`config.mk`:
```
export PLATFORM = sky130hd
export DESIGN_NAME = sha1_stream_hasher_flat
export DESIGN_NICKNAME = d
export VERILOG_FILES = /design/src/hw/rtl/sha1_pkg.sv /design/src/hw/rtl/sha1_if.sv /design/src/hw/rtl/sha1_dp.sv /design/src/hw/rtl/sha1_ctrl.sv /design/src/hw/rtl/sha1_stream_hasher.sv /design/src/flat_wrapper.sv
export VERILOG_INCLUDE_DIRS = /design/src /design/src/hw/rtl
export SDC_FILE = /design/constraint.sdc
export NUM_CORES = 2
export LEC_CHECK = 0
export BUFFER_PORTS_ARGS = -buffer_cell sky130_fd_sc_hd__buf_2
export CAP_MARGIN = 25
export CORE_MARGIN = 2
export CORE_UTILIZATION = 60
export CTS_CLUSTER_SIZE = 30
export DETAILED_ROUTE_END_ITERATION = 10
export HOLD_SLACK_MARGIN = 0.12
export PLACE_DENSITY_LB_ADDON = 0.3
export SLEW_MARGIN = 20
export SYNTH_ARGS = -nofsm -noshare
export SYNTH_HDL_FRONTEND = slang
export SYNTH_SLANG_ARGS = --single-unit
```
`constraint.sdc`:
```
create_clock -name clk -period 51.1 [get_ports clk]
set_input_delay 15.33 -clock clk [delete_from_list [all_inputs] [get_ports clk]]
set_output_delay 15.33 -clock clk [all_outputs]
set_load 0.02 [all_outputs]
```
`src/hw/rtl/sha1_stream_hasher_assert.svh`:
```
// Assertion macros for the SHA-1 stream hasher. They expect clk and rst in scope.
`ifndef SHA1_STREAM_HASHER_ASSERT_SVH
`define SHA1_STREAM_HASHER_ASSERT_SVH

`define SHA1_ASSERT_IMPL(lbl, ante, cons) \
  lbl: assert property (@(posedge clk) disable iff (rst) (ante) |-> (cons)) \
    else $error("sha1 stream hasher: same-cycle check failed");

`define SHA1_ASSERT_NEXT(lbl, ante, cons) \
  lbl: assert property (@(posedge clk) disable iff (rst) (ante) |=> (cons)) \
    else $error("sha1 stream hasher: next-cycle check failed");

`endif

```
`src/hw/rtl/sha1_pkg.sv`:
```
package sha1_pkg;

  localparam int BLOCK_BYTES  = 64;
  localparam int LEN_POS      = 56;
  localparam int ROUNDS       = 80;
  localparam int DIGEST_WORDS = 5;

  localparam logic [31:0] IV [DIGEST_WORDS] = '{
    32'h67452301, 32'hEFCDAB89, 32'h98BADCFE, 32'h10325476, 32'hC3D2E1F0
  };

  localparam logic [31:0] K0 = 32'h5A827999;
  localparam logic [31:0] K1 = 32'h6ED9EBA1;
  localparam logic [31:0] K2 = 32'h8F1BBCDC;
  localparam logic [31:0] K3 = 32'hCA62C1D6;

  localparam logic [7:0] PAD_MARK = 8'h80;

  typedef enum logic [2:0] {
    S_IDLE,
    S_PAD,
    S_ROUND,
    S_ADD,
    S_EMIT
  } state_t;

  typedef struct packed {
    logic push_msg;
    logic push_pad;
    logic pad_mark;
    logic pad_len;
    logic load_vars;
    logic round_step;
    logic chain_add;
    logic emit_step;
    logic finish;
  } cmd_t;

  typedef struct packed {
    logic fill_last;
    logic fill_ge56;
    logic round_last;
    logic word_last;
  } stat_t;

endpackage

```
`src/hw/rtl/sha1_if.sv`:
```
interface sha1_in_if;
  logic       valid;
  logic       ready;
  logic [7:0] data_byte;
  logic       byte_valid;
  logic       end_of_message;

  modport source (output valid, output data_byte, output byte_valid,
                  output end_of_message, input ready);
  modport sink (input valid, input data_byte, input byte_valid,
                input end_of_message, output ready);
endinterface

interface sha1_out_if;
  logic        valid;
  logic        ready;
  logic [31:0] digest_word;
  logic [2:0]  word_index;
  logic        last_word;

  modport source (output valid, output digest_word, output word_index,
                  output last_word, input ready);
  modport sink (input valid, input digest_word, input word_index,
                input last_word, output ready);
endinterface

```
`src/hw/rtl/sha1_dp.sv`:
```
module sha1_dp (
  input  logic           clk,
  input  logic           rst,
  input  sha1_pkg::cmd_t cmd,
  output sha1_pkg::stat_t stat,
  input  logic [7:0]     data_byte,
  output logic [31:0]    digest_word,
  output logic [2:0]     word_index,
  output logic           last_word
);
  import sha1_pkg::*;

  logic [511:0] window;
  logic [5:0]   fill;
  logic [60:0]  count;
  logic [31:0]  h [DIGEST_WORDS];
  logic [31:0]  v [DIGEST_WORDS];
  logic [6:0]   round;
  logic [2:0]   word_idx;

  logic [63:0] len_bits;
  logic [7:0]  len_byte;
  logic [7:0]  byte_in;
  logic        push;
  logic [31:0] w_now;
  logic [31:0] w_mix;
  logic [31:0] w_new;
  logic [31:0] f;
  logic [31:0] k;
  logic [31:0] t;

  assign len_bits = {count, 3'b000};
  assign len_byte = len_bits[{~fill[2:0], 3'b000} +: 8];
  assign push     = cmd.push_msg | cmd.push_pad;

  always_comb begin
    if (cmd.push_msg) begin
      byte_in = data_byte;
    end else if (cmd.pad_mark) begin
      byte_in = PAD_MARK;
    end else if (cmd.pad_len) begin
      byte_in = len_byte;
    end else begin
      byte_in = 8'h00;
    end
  end

  assign w_now = window[511:480];
  assign w_mix = window[95:64] ^ window[255:224] ^ window[447:416] ^ window[511:480];
  assign w_new = {w_mix[30:0], w_mix[31]};

  always_comb begin
    if (round < 7'd20) begin
      f = (v[1] & v[2]) | (~v[1] & v[3]);
      k = K0;
    end else if (round < 7'd40) begin
      f = v[1] ^ v[2] ^ v[3];
      k = K1;
    end else if (round < 7'd60) begin
      f = (v[1] & v[2]) | (v[1] & v[3]) | (v[2] & v[3]);
      k = K2;
    end else begin
      f = v[1] ^ v[2] ^ v[3];
      k = K3;
    end
    t = {v[0][26:0], v[0][31:27]} + f + v[4] + k + w_now;
  end

  always_ff @(posedge clk) begin
    if (push) begin
      window <= {window[503:0], byte_in};
    end else if (cmd.round_step) begin
      window <= {window[479:0], w_new};
    end
  end

  always_ff @(posedge clk) begin
    if (cmd.load_vars) begin
      for (int i = 0; i < DIGEST_WORDS; i++) begin
        v[i] <= h[i];
      end
    end else if (cmd.round_step) begin
      v[0] <= t;
      v[1] <= v[0];
      v[2] <= {v[1][1:0], v[1][31:2]};
      v[3] <= v[2];
      v[4] <= v[3];
    end
  end

  always_ff @(posedge clk) begin
    if (rst) begin
      fill     <= '0;
      count    <= '0;
      round    <= '0;
      word_idx <= '0;
      for (int i = 0; i < DIGEST_WORDS; i++) begin
        h[i] <= IV[i];
      end
    end else begin
      if (push) begin
        fill <= fill + 6'd1;
      end
      if (cmd.finish) begin
        count <= '0;
      end else if (cmd.push_msg) begin
        count <= count + 61'd1;
      end
      if (cmd.load_vars) begin
        round <= '0;
      end else if (cmd.round_step) begin
        round <= round + 7'd1;
      end
      if (cmd.finish) begin
        word_idx <= '0;
      end else if (cmd.emit_step) begin
        word_idx <= word_idx + 3'd1;
      end
      for (int i = 0; i < DIGEST_WORDS; i++) begin
        if (cmd.finish) begin
          h[i] <= IV[i];
        end else if (cmd.chain_add) begin
          h[i] <= h[i] + v[i];
        end
      end
    end
  end

  always_comb begin
    case (word_idx)
      3'd1:    digest_word = h[1];
      3'd2:    digest_word = h[2];
      3'd3:    digest_word = h[3];
      3'd4:    digest_word = h[4];
      default: digest_word = h[0];
    endcase
  end

  assign word_index = word_idx;
  assign last_word  = (word_idx == 3'(DIGEST_WORDS - 1));

  assign stat.fill_last  = (fill == 6'(BLOCK_BYTES - 1));
  assign stat.fill_ge56  = (fill >= 6'(LEN_POS));
  assign stat.round_last = (round == 7'(ROUNDS - 1));
  assign stat.word_last  = last_word;

endmodule

```
`src/hw/rtl/sha1_ctrl.sv`:
```
module sha1_ctrl (
  input  logic            clk,
  input  logic            rst,
  input  logic            in_valid,
  input  logic            in_byte_valid,
  input  logic            in_eom,
  output logic            in_ready,
  output logic            out_valid,
  input  logic            out_ready,
  input  sha1_pkg::stat_t stat,
  output sha1_pkg::cmd_t  cmd
);
  import sha1_pkg::*;

  state_t state, state_next;
  logic padding, padding_next;
  logic pad_first, pad_first_next;
  logic len_ok, len_ok_next;
  logic final_blk, final_blk_next;

  always_ff @(posedge clk) begin
    if (rst) begin
      state     <= S_IDLE;
      padding   <= 1'b0;
      pad_first <= 1'b0;
      len_ok    <= 1'b0;
      final_blk <= 1'b0;
    end else begin
      state     <= state_next;
      padding   <= padding_next;
      pad_first <= pad_first_next;
      len_ok    <= len_ok_next;
      final_blk <= final_blk_next;
    end
  end

  always_comb begin
    state_next = state;
    unique case (state)
      S_IDLE: begin
        if (in_valid) begin
          if (in_byte_valid && stat.fill_last) begin
            state_next = S_ROUND;
          end else if (in_eom) begin
            state_next = S_PAD;
          end
        end
      end
      S_PAD: begin
        if (stat.fill_last) begin
          state_next = S_ROUND;
        end
      end
      S_ROUND: begin
        if (stat.round_last) begin
          state_next = S_ADD;
        end
      end
      S_ADD: begin
        if (final_blk) begin
          state_next = S_EMIT;
        end else if (padding) begin
          state_next = S_PAD;
        end else begin
          state_next = S_IDLE;
        end
      end
      S_EMIT: begin
        if (out_ready && stat.word_last) begin
          state_next = S_IDLE;
        end
      end
      default: state_next = S_IDLE;
    endcase
  end

  always_comb begin
    cmd       = '0;
    in_ready  = 1'b0;
    out_valid = 1'b0;
    unique case (state)
      S_IDLE: begin
        in_ready      = 1'b1;
        cmd.push_msg  = in_valid & in_byte_valid;
        cmd.load_vars = in_valid & in_byte_valid & stat.fill_last;
      end
      S_PAD: begin
        cmd.push_pad  = 1'b1;
        cmd.pad_mark  = pad_first;
        cmd.pad_len   = ~pad_first & len_ok & stat.fill_ge56;
        cmd.load_vars = stat.fill_last;
      end
      S_ROUND: begin
        cmd.round_step = 1'b1;
      end
      S_ADD: begin
        cmd.chain_add = 1'b1;
      end
      S_EMIT: begin
        out_valid     = 1'b1;
        cmd.emit_step = out_ready & ~stat.word_last;
        cmd.finish    = out_ready & stat.word_last;
      end
      default: begin
        cmd = '0;
      end
    endcase
  end

  always_comb begin
    padding_next   = padding;
    pad_first_next = pad_first;
    len_ok_next    = len_ok;
    final_blk_next = final_blk;
    case (state)
      S_IDLE: begin
        if (in_valid && in_eom) begin
          padding_next   = 1'b1;
          pad_first_next = 1'b1;
          len_ok_next    = 1'b0;
          final_blk_next = 1'b0;
        end
      end
      S_PAD: begin
        pad_first_next = 1'b0;
        if (pad_first && !stat.fill_ge56) begin
          len_ok_next = 1'b1;
        end
        if (stat.fill_last && len_ok && !pad_first) begin
          final_blk_next = 1'b1;
        end
      end
      S_ADD: begin
        if (final_blk) begin
          padding_next   = 1'b0;
          len_ok_next    = 1'b0;
          final_blk_next = 1'b0;
        end else if (padding && !pad_first) begin
          len_ok_next = 1'b1;
        end
      end
      default: begin
        padding_next = padding;
      end
    endcase
  end

endmodule

```
`src/hw/rtl/sha1_stream_hasher.sv`:
```
// SHA-1 over a byte stream.
// The msg channel takes one beat per item: data_byte with byte_valid, and
// end_of_message on the final beat of a message (it may carry no byte).
// The digest channel gives five beats per message, h0 to h4, with
// word_index and last_word marking the fifth beat.
// A beat that completes a 64-byte block starts an 80-round compression at
// one round per cycle, then the chain add; other message beats are taken
// without a stall. After the end-of-message beat, padding bytes are fed in
// one per cycle and one or two blocks are compressed before the first
// digest beat; the five beats then go out one per cycle while digest.ready
// is high. msg.ready stays low from a full block until its compression is
// done, and while padding or delivering the digest; a stalled digest beat
// holds. Reset loads the initial chain value and clears the byte count;
// the block then takes a new message at once.
`include "sha1_stream_hasher_assert.svh"

module sha1_stream_hasher (
  input logic        clk,
  input logic        rst,
  sha1_in_if.sink    msg,
  sha1_out_if.source digest
);
  import sha1_pkg::*;

  localparam logic [2:0] LAST_IDX = 3'(DIGEST_WORDS - 1);

  cmd_t  cmd;
  stat_t stat;

  logic       mid_fire;
  logic       end_fire;
  logic [2:0] idx_next;

  sha1_ctrl u_ctrl (
    .clk           (clk),
    .rst           (rst),
    .in_valid      (msg.valid),
    .in_byte_valid (msg.byte_valid),
    .in_eom        (msg.end_of_message),
    .in_ready      (msg.ready),
    .out_valid     (digest.valid),
    .out_ready     (digest.ready),
    .stat          (stat),
    .cmd           (cmd)
  );

  sha1_dp u_dp (
    .clk         (clk),
    .rst         (rst),
    .cmd         (cmd),
    .stat        (stat),
    .data_byte   (msg.data_byte),
    .digest_word (digest.digest_word),
    .word_index  (digest.word_index),
    .last_word   (digest.last_word)
  );

  assign mid_fire = digest.valid & digest.ready & ~digest.last_word;
  assign end_fire = digest.valid & digest.ready & digest.last_word;
  assign idx_next = digest.word_index + 3'd1;

  `SHA1_ASSERT_IMPL(a_no_overlap, digest.valid, !msg.ready)
  `SHA1_ASSERT_IMPL(a_last_mark, digest.valid, digest.last_word == (digest.word_index == LAST_IDX))
  `SHA1_ASSERT_NEXT(a_words_follow, mid_fire, digest.valid && digest.word_index == $past(idx_next))
  `SHA1_ASSERT_NEXT(a_back_to_idle, end_fire, msg.ready && !digest.valid && digest.word_index == 3'd0)

endmodule

```
`src/flat_wrapper.sv`:
```
// flat-port wrapper written by rule: the top's interface ports become plain ports
module sha1_stream_hasher_flat import sha1_pkg::*;
  (clk, rst, msg_valid, msg_data_byte, msg_byte_valid, msg_end_of_message, msg_ready, digest_valid, digest_digest_word, digest_word_index, digest_last_word, digest_ready);
  sha1_in_if msg_i ();
  sha1_out_if digest_i ();
  input logic clk;
  input logic rst;
  input wire logic [$bits(msg_i.valid)-1:0] msg_valid;
  input wire logic [$bits(msg_i.data_byte)-1:0] msg_data_byte;
  input wire logic [$bits(msg_i.byte_valid)-1:0] msg_byte_valid;
  input wire logic [$bits(msg_i.end_of_message)-1:0] msg_end_of_message;
  output wire logic [$bits(msg_i.ready)-1:0] msg_ready;
  output wire logic [$bits(digest_i.valid)-1:0] digest_valid;
  output wire logic [$bits(digest_i.digest_word)-1:0] digest_digest_word;
  output wire logic [$bits(digest_i.word_index)-1:0] digest_word_index;
  output wire logic [$bits(digest_i.last_word)-1:0] digest_last_word;
  input wire logic [$bits(digest_i.ready)-1:0] digest_ready;
  assign msg_i.valid = msg_valid;
  assign msg_i.data_byte = msg_data_byte;
  assign msg_i.byte_valid = msg_byte_valid;
  assign msg_i.end_of_message = msg_end_of_message;
  assign msg_ready = msg_i.ready;
  assign digest_valid = digest_i.valid;
  assign digest_digest_word = digest_i.digest_word;
  assign digest_word_index = digest_i.word_index;
  assign digest_last_word = digest_i.last_word;
  assign digest_i.ready = digest_ready;
  sha1_stream_hasher u_core (.clk(clk), .rst(rst), .msg(msg_i), .digest(digest_i));
endmodule
```
Yosys cells after proc, flatten, opt, wreduce, memory -nomap -nowiden

Memory sizes are Yosys's and may differ from the RTL's.
Cells that the tools add are included.

Flip-flop bits (word level): 596
RAM bits: 320
Input port bits: 14
Output and inout port bits: 38
Logic and storage cells: 178
Memories: 2

Memory list:

| memory        | words | width | rd ports | clocked after Yosys merged registers in | write ports | line          | RTL |
|---|---|---|---|---|---|---|---|
| u_core.u_dp.h | 5     | 32    | 5        | 0                                       | 5           | sha1_dp.sv:16 | `logic [31:0] h [DIGEST_WORDS];` |
| u_core.u_dp.v | 5     | 32    | 5        | 0                                       | 5           | sha1_dp.sv:17 | `logic [31:0] v [DIGEST_WORDS];` |

Add/subtract/negate cells: 13
Magnitude comparators: 4
Equality and inequality tests: 20
Shift operators: 1
Mux-type cells: 69
Bitwise operators: 38
Reductions and logical operators: 21

Operators by type and width:

| cell                    | count |
|---|---|
| $mux W512               | 2 |
| $mux W32                | 20 |
| $add A32 B32 Y32        | 9 |
| $xor A32 B32 Y32        | 5 |
| $and A32 B32 Y32        | 4 |
| $pmux W32 S4            | 1 |
| $or A32 B32 Y32         | 3 |
| $shiftx A64 B7 Y8       | 1 |
| $add A61 B1 Y61 const B | 1 |
| $not A32 Y32            | 1 |
| $mux W31                | 1 |
| $mux W1                 | 27 |
| $mux W3                 | 8 |
| $mux W8                 | 3 |
| $or A1 B1 Y1            | 16 |
| $pmux W3 S5             | 1 |
| $lt A7 B6 Y1 const B    | 2 |
| $ne A2 B2 Y1 const B    | 7 |
| $eq A3 B2 Y1 const B    | 4 |
| $add A7 B1 Y7 const B   | 1 |
| $eq A7 B7 Y1 const B    | 1 |
| $logic_and A1 B1 Y1     | 7 |
| $lt A7 B5 Y1 const B    | 1 |
| $add A6 B1 Y6 const B   | 1 |
| other kinds (22)        | 39 |

Logic depth before layout (Yosys ltp)

An unclocked memory read counts as a cell.

Word-level depth: 12
Depth in mapped cells: 27
Mapped depth without buffers: 26

Modules after synthesis

Synthesis repeated with hierarchy kept, for this count alone.

Cell total of the unflattened synthesis: 5584
Area, all modules: 53272.3 um^2

Modules (own cells, without submodules):

| module    | instances | cells an instance | area each (um^2) | sequential area each (um^2) |
|---|---|---|---|---|
| sha1_dp   | 1         | 5518              | 52786.9          | 26525.4 |
| sha1_ctrl | 1         | 66                | 485.5            | 140.1 |

Worst setup path before layout

No wires, ideal clock.

Path kind: in2reg
Start point: input msg_valid
End point: register u_core.u_dp.window[0] (enable)
Setup time: 3.632 ns
Arrival: 24.495 ns
Required time: 47.468 ns
Slack: 22.973 ns
Stages: 5
Path buffers: 2
Cells stage by stage: and2_1 o21ai_0 clkbuf_1 clkbuf_1 nand2_1

Word-level cells in the longest chain between the ends: 4

RTL lines:

| item                         | line              | RTL |
|---|---|---|
| from (decl)                  | flat_wrapper.sv:8 | `input wire logic [$bits(msg_i.valid)-1:0] msg_valid;` |
| $and A1 B1 Y1                | sha1_ctrl.sv:84   | `cmd.push_msg = in_valid & in_byte_valid;` |
| $mux W1                      | sha1_ctrl.sv:81   | `unique case (state)` |
| $or A1 B1 Y1                 | sha1_dp.sv:34     | `assign push = cmd.push_msg \| cmd.push_pad;` |
| $reduce_bool A2 Y1 (no line) | --                |  |
| to (signal assigned)         | sha1_dp.sv:71     | `window <= {window[503:0], byte_in};` |
| to (signal assigned)         | sha1_dp.sv:73     | `window <= {window[479:0], w_new};` |
| to (decl)                    | sha1_dp.sv:13     | `logic [511:0] window;` |

No other way between the ends.
A chain may end at the register's enable or synchronous reset.

Final worst setup path

Start point: register u_core.u_dp.word_idx[0], in the netlist u_core.u_dp.word_index[0]
End point: output digest_digest_word[31]

Word-level cells in the longest chain between the ends: 2
Elaborated cells between the ends (all ways): 5
Classes of those cells: eq/ne: 4; mux: 1

RTL lines:

| item                                       | line               | RTL |
|---|---|---|
| from (decl)                                | sha1_dp.sv:19      | `logic [2:0] word_idx;` |
| from (signal assigned)                     | sha1_dp.sv:117     | `word_idx <= word_idx + 3'd1;` |
| $eq A3 B3 Y1, or another cell as far along | sha1_dp.sv:130     | `case (word_idx)` |
| $pmux W32 S4 (*)                           | sha1_dp.sv:130     |  |
| to (decl)                                  | flat_wrapper.sv:14 | `output wire logic [$bits(digest_i.digest_word)-1:0] digest_digest_word;` |

Every way passes the cells marked *; elsewhere a longest branch is shown, timed or not.

==> results.txt <==
area added between synthesis and finish: 8.62%
synthesized cell area: 0.0526 mm²
io pins: 52
DRT antenna net count: 0
GRT overflow: 0
highest ir drop seen on vdd: 0.0522 mV
FF/Latch Area: 0.0267 mm²
Hold WC Path Type: register to register
WP data required: 35.77 ns
CTS sink count: 916
critical path startpoint category: register
Port Buffer Count: 51
number of resized instances in the post-cts repair step: 0
starting utilization of the core area: 60.6%
first-pass GRT wire length: 208000 µm
number of failing setup endpoints in the final timing report: 0
Layout Nets: 5808
fraction of registers with async set/reset: 0%
Total GRT Usage: 29.3%
TritonCTS Buffers: 97
number of nets in the synthesized netlist: 5840
Avg Vias per Cell: 5.94
static power due to leakage: 23.5 nW
number of distinct library cell variants in the gate-level netlist after synthesis: 88
launch point of the worst reg-to-reg path: u_core.u_dp.round[3]$_SDFFE_PP0P_
register clock-pin slew on the reported worst setup and hold paths: 0.06 ns
Final Max Tran Viols: 0
average wire per standard cell: 19.8 µm
via count: 39700
vias in the first global route: 38400
number of H-tree branching levels: 3
count of flip-flops with a built-in enable after synthesis: 832
Post CTS Setup Buffer Count: 0
routability congestion estimate from global placement: 0.955
number of standard cells after synthesis: 5472
arrival time reported for the critical path endpoint: 3.86 ns
FILL cells: 6663
detailed placement HPWL: 90200 µm
area of combinational cells with multiple inputs: 0.0244 mm²
worst-case clock buffer depth: 3
final core utilization: 65.8%
floorplan die area: 0.0901 mm²
Ys Warns: 0
worst-path cell with the longest stage delay: sky130_fd_sc_hd__or4_2
die width: 300 µm
Top cell by count, worst path: sky130_fd_sc_hd__buf_4
per-instance average area after synthesis: 9.62 µm²
CTS tree: built
CTS Hold Bufs: 0
post-synthesis register bit count: 916
RSZ-0062 raised after global routing: false
setup skew after layout: 0.0387 ns
count of antenna diodes in the layout: 0
count of routing violations after the opening detailed-route iteration: 4282
CTS Root Cell: sky130_fd_sc_hd__clkbuf_16
number of antenna violations at the first check in global routing: 0
CP max stage delay: 0.70 ns
beginning of the critical path: u_core.u_dp.word_index[0]$_SDFFE_PP0P_
maximum achievable frequency: 52.1 MHz
cell breakdown of the critical path: inv_1 -> ha_1 -> and2_2 -> buf_4 -> or4_2 -> buf_4 -> a31oi_1 -> buf_2
P per Cell Area: 58.8 mW/mm²
proportion of synthesized chip area in sequential cells: 50.7%
launch point of the worst hold path: u_core.u_dp.round[1]$_SDFFE_PP0P_
Total Wirelength: 132000 µm
element type at the critical path end: primary output
Final TNS setup: 0 ns
Pre-antenna DRT Iters: 6
max-cap violations: 0
source-to-sink clock delay at the later pin of the worst-skew pair: 0.68 ns
Row Count: 108
CORE AREA: 0.0869 mm²
Least-Margin Pin Slew: 1.05 ns
result of the run: finished, final reports clean
top_reg_cell synth: sky130_fd_sc_hd__edfxtp_1
Final Hold Viols: 0
layout cells sized above 1: 5.36%
normalized max-slew margin: 28.8%
shortest clock period the worst path allows after layout: 19.19 ns
startpoint-to-endpoint class of the critical path: register to primary output
maximum number of pins on one net before global-route repair: 247
number of DRC violations after detailed routing: 0
final cycle utilization of the critical path: 37.6%
overall die height: 300 µm
maximum fanout encountered on the critical timing path: 64
critical path, delay by kind of cell, from the launching register on:
family / cells / cell delay, ns
buf+inv: 4 / 1.08
simple gates: 2 / 0.88
compound gates: 1 / 0.59
flops: 1 / 0.43
fa+ha+maj: 1 / 0.19
registers in the layout (all words and copies together), names as in the netlist:
register                 flops
u_core.u_dp.window         512
u_core.u_dp.h              160
u_core.u_dp.v              160
u_core.u_dp.count           61
u_core.u_dp.round            7
u_core.u_dp.fill             6
u_core.u_ctrl.state          3
u_core.u_dp.word_index       3
u_core.u_ctrl.final_blk      1
u_core.u_ctrl.len_ok         1
u_core.u_ctrl.pad_first      1
u_core.u_ctrl.padding        1
Yosys cell counts (all sizes together) (8+ instances only):
library cell | number | area share, %
nand2 | 2039 | 15
edfxtp | 832 | 47
nor2 | 304 | 2.2
ha | 229 | 5.4
inv | 214 | 1.5
clkbuf | 209 | 1.5
o21ai | 190 | 1.8
xnor2 | 184 | 3.1
a21oi | 155 | 1.5
fa | 125 | 4.8
xor2 | 120 | 2.0
dfxtp | 84 | 3.2
a21o | 81 | 1.2
a22oi | 71 | 1.0
nor2b | 63 | 0.75
a31oi | 55 | 0.65
nand3 | 54 | 0.53
nor3 | 47 | 0.48
o21a | 33 | 0.47
and3 | 31 | 0.37
or3 | 28 | 0.34
nand2b | 27 | 0.32
a211oi | 26 | 0.38
o21bai | 23 | 0.33
nand4 | 22 | 0.27
o32ai | 21 | 0.35
buf | 17 | 0.14
and2 | 15 | 0.18
o211ai | 15 | 0.21
mux2i | 13 | 0.25
mux4 | 13 | 0.56
o31ai | 10 | 0.19
or2 | 10 | 0.12
and4 | 9 | 0.15
o31a | 8 | 0.13
o32a | 8 | 0.15
per-stage QoR:
step | cell area (µm²) | cells | power, mW | hold WS (ns) | worst slack [ns]
global placement | 53900 | 6489 | 2.60 | 0.465 | 31.89
finish | 57200 | 6677 | 3.36 | 0.488 | 31.91
CTS | 57100 | 6673 | 3.36 | 0.486 | 31.97
detailed placement | 53900 | 6492 | 2.65 | 0.478 | 31.88
floorplan | 52600 | 5472 | 2.37 | 0.454 | 22.97
global route | 57200 | 6677 | 3.59 | 0.534 | 31.84
cell type report:
type,instances,area share [%]
multi-input combinational,4115,42.7
inverter,215,1.41
tap,1155,2.53
timing repair buffer,95,1.27
sequential,916,46.6
clock buffer,124,4.51
clock inverter,57,0.978
placed cells by master (no fill, tap or decap), drive strengths merged, types with 120 or more instances in the layout:
| master | netlist | final |
|---|---|---|
| a21oi | 155 | 155 |
| edfxtp | 832 | 832 |
| inv | 214 | 215 |
| o21ai | 190 | 190 |
| xnor2 | 184 | 184 |
| xor2 | 120 | 120 |
| clkbuf | 209 | 124 |
| ha | 229 | 229 |
| nand2 | 2039 | 2039 |
| nor2 | 304 | 304 |
| fa | 125 | 125 |
worst paths after layout:
path / to / slack (ns) / cells past startpoint
hold reg to reg: u_core.u_dp.round[1]$_SDFFE_PP0P_ / 0.49 / 2
setup reg to reg: u_core.u_dp.v[0][31]$_DFFE_PP_ / 42.26 / 28
setup / recovery: digest_digest_word[31] / 31.91 / 8
hold / removal: u_core.u_dp.round[1]$_SDFFE_PP0P_ / 0.49 / 2
report_power, final:
group	leakage [nW]	internal, mW	switching, mW	total, mW
combinational	13.5	0.478	0.796	1.27
sequential	8.45	1.20	0.191	1.39
clock	1.53	0.399	0.305	0.704
layer usage:
| metal | routed length (µm) | global-route usage [%] |
|---|---|---|
| met3 | 10500 | 4.03 |
| met5 | 0 | 0 |
| met2 | 63000 | 47.9 |
| met4 | 6240 | 12.8 |
| met1 | 52800 | 39.2 |
cell families (layout without fill, tap and decap cells):
family          after synthesis  count (layout)  share of synthesized area [%]
simple gates               2669            2669                           20.5
flops                       916             916                           50.7
compound gates              760             760                           9.51
buf+inv                     441             491                           3.16
fa+ha+maj                   354             354                           10.2
xor+xnor                    304             304                           5.06
mux                          28              28                          0.854
No activity file was read; power rests on OpenSTA's default activity.
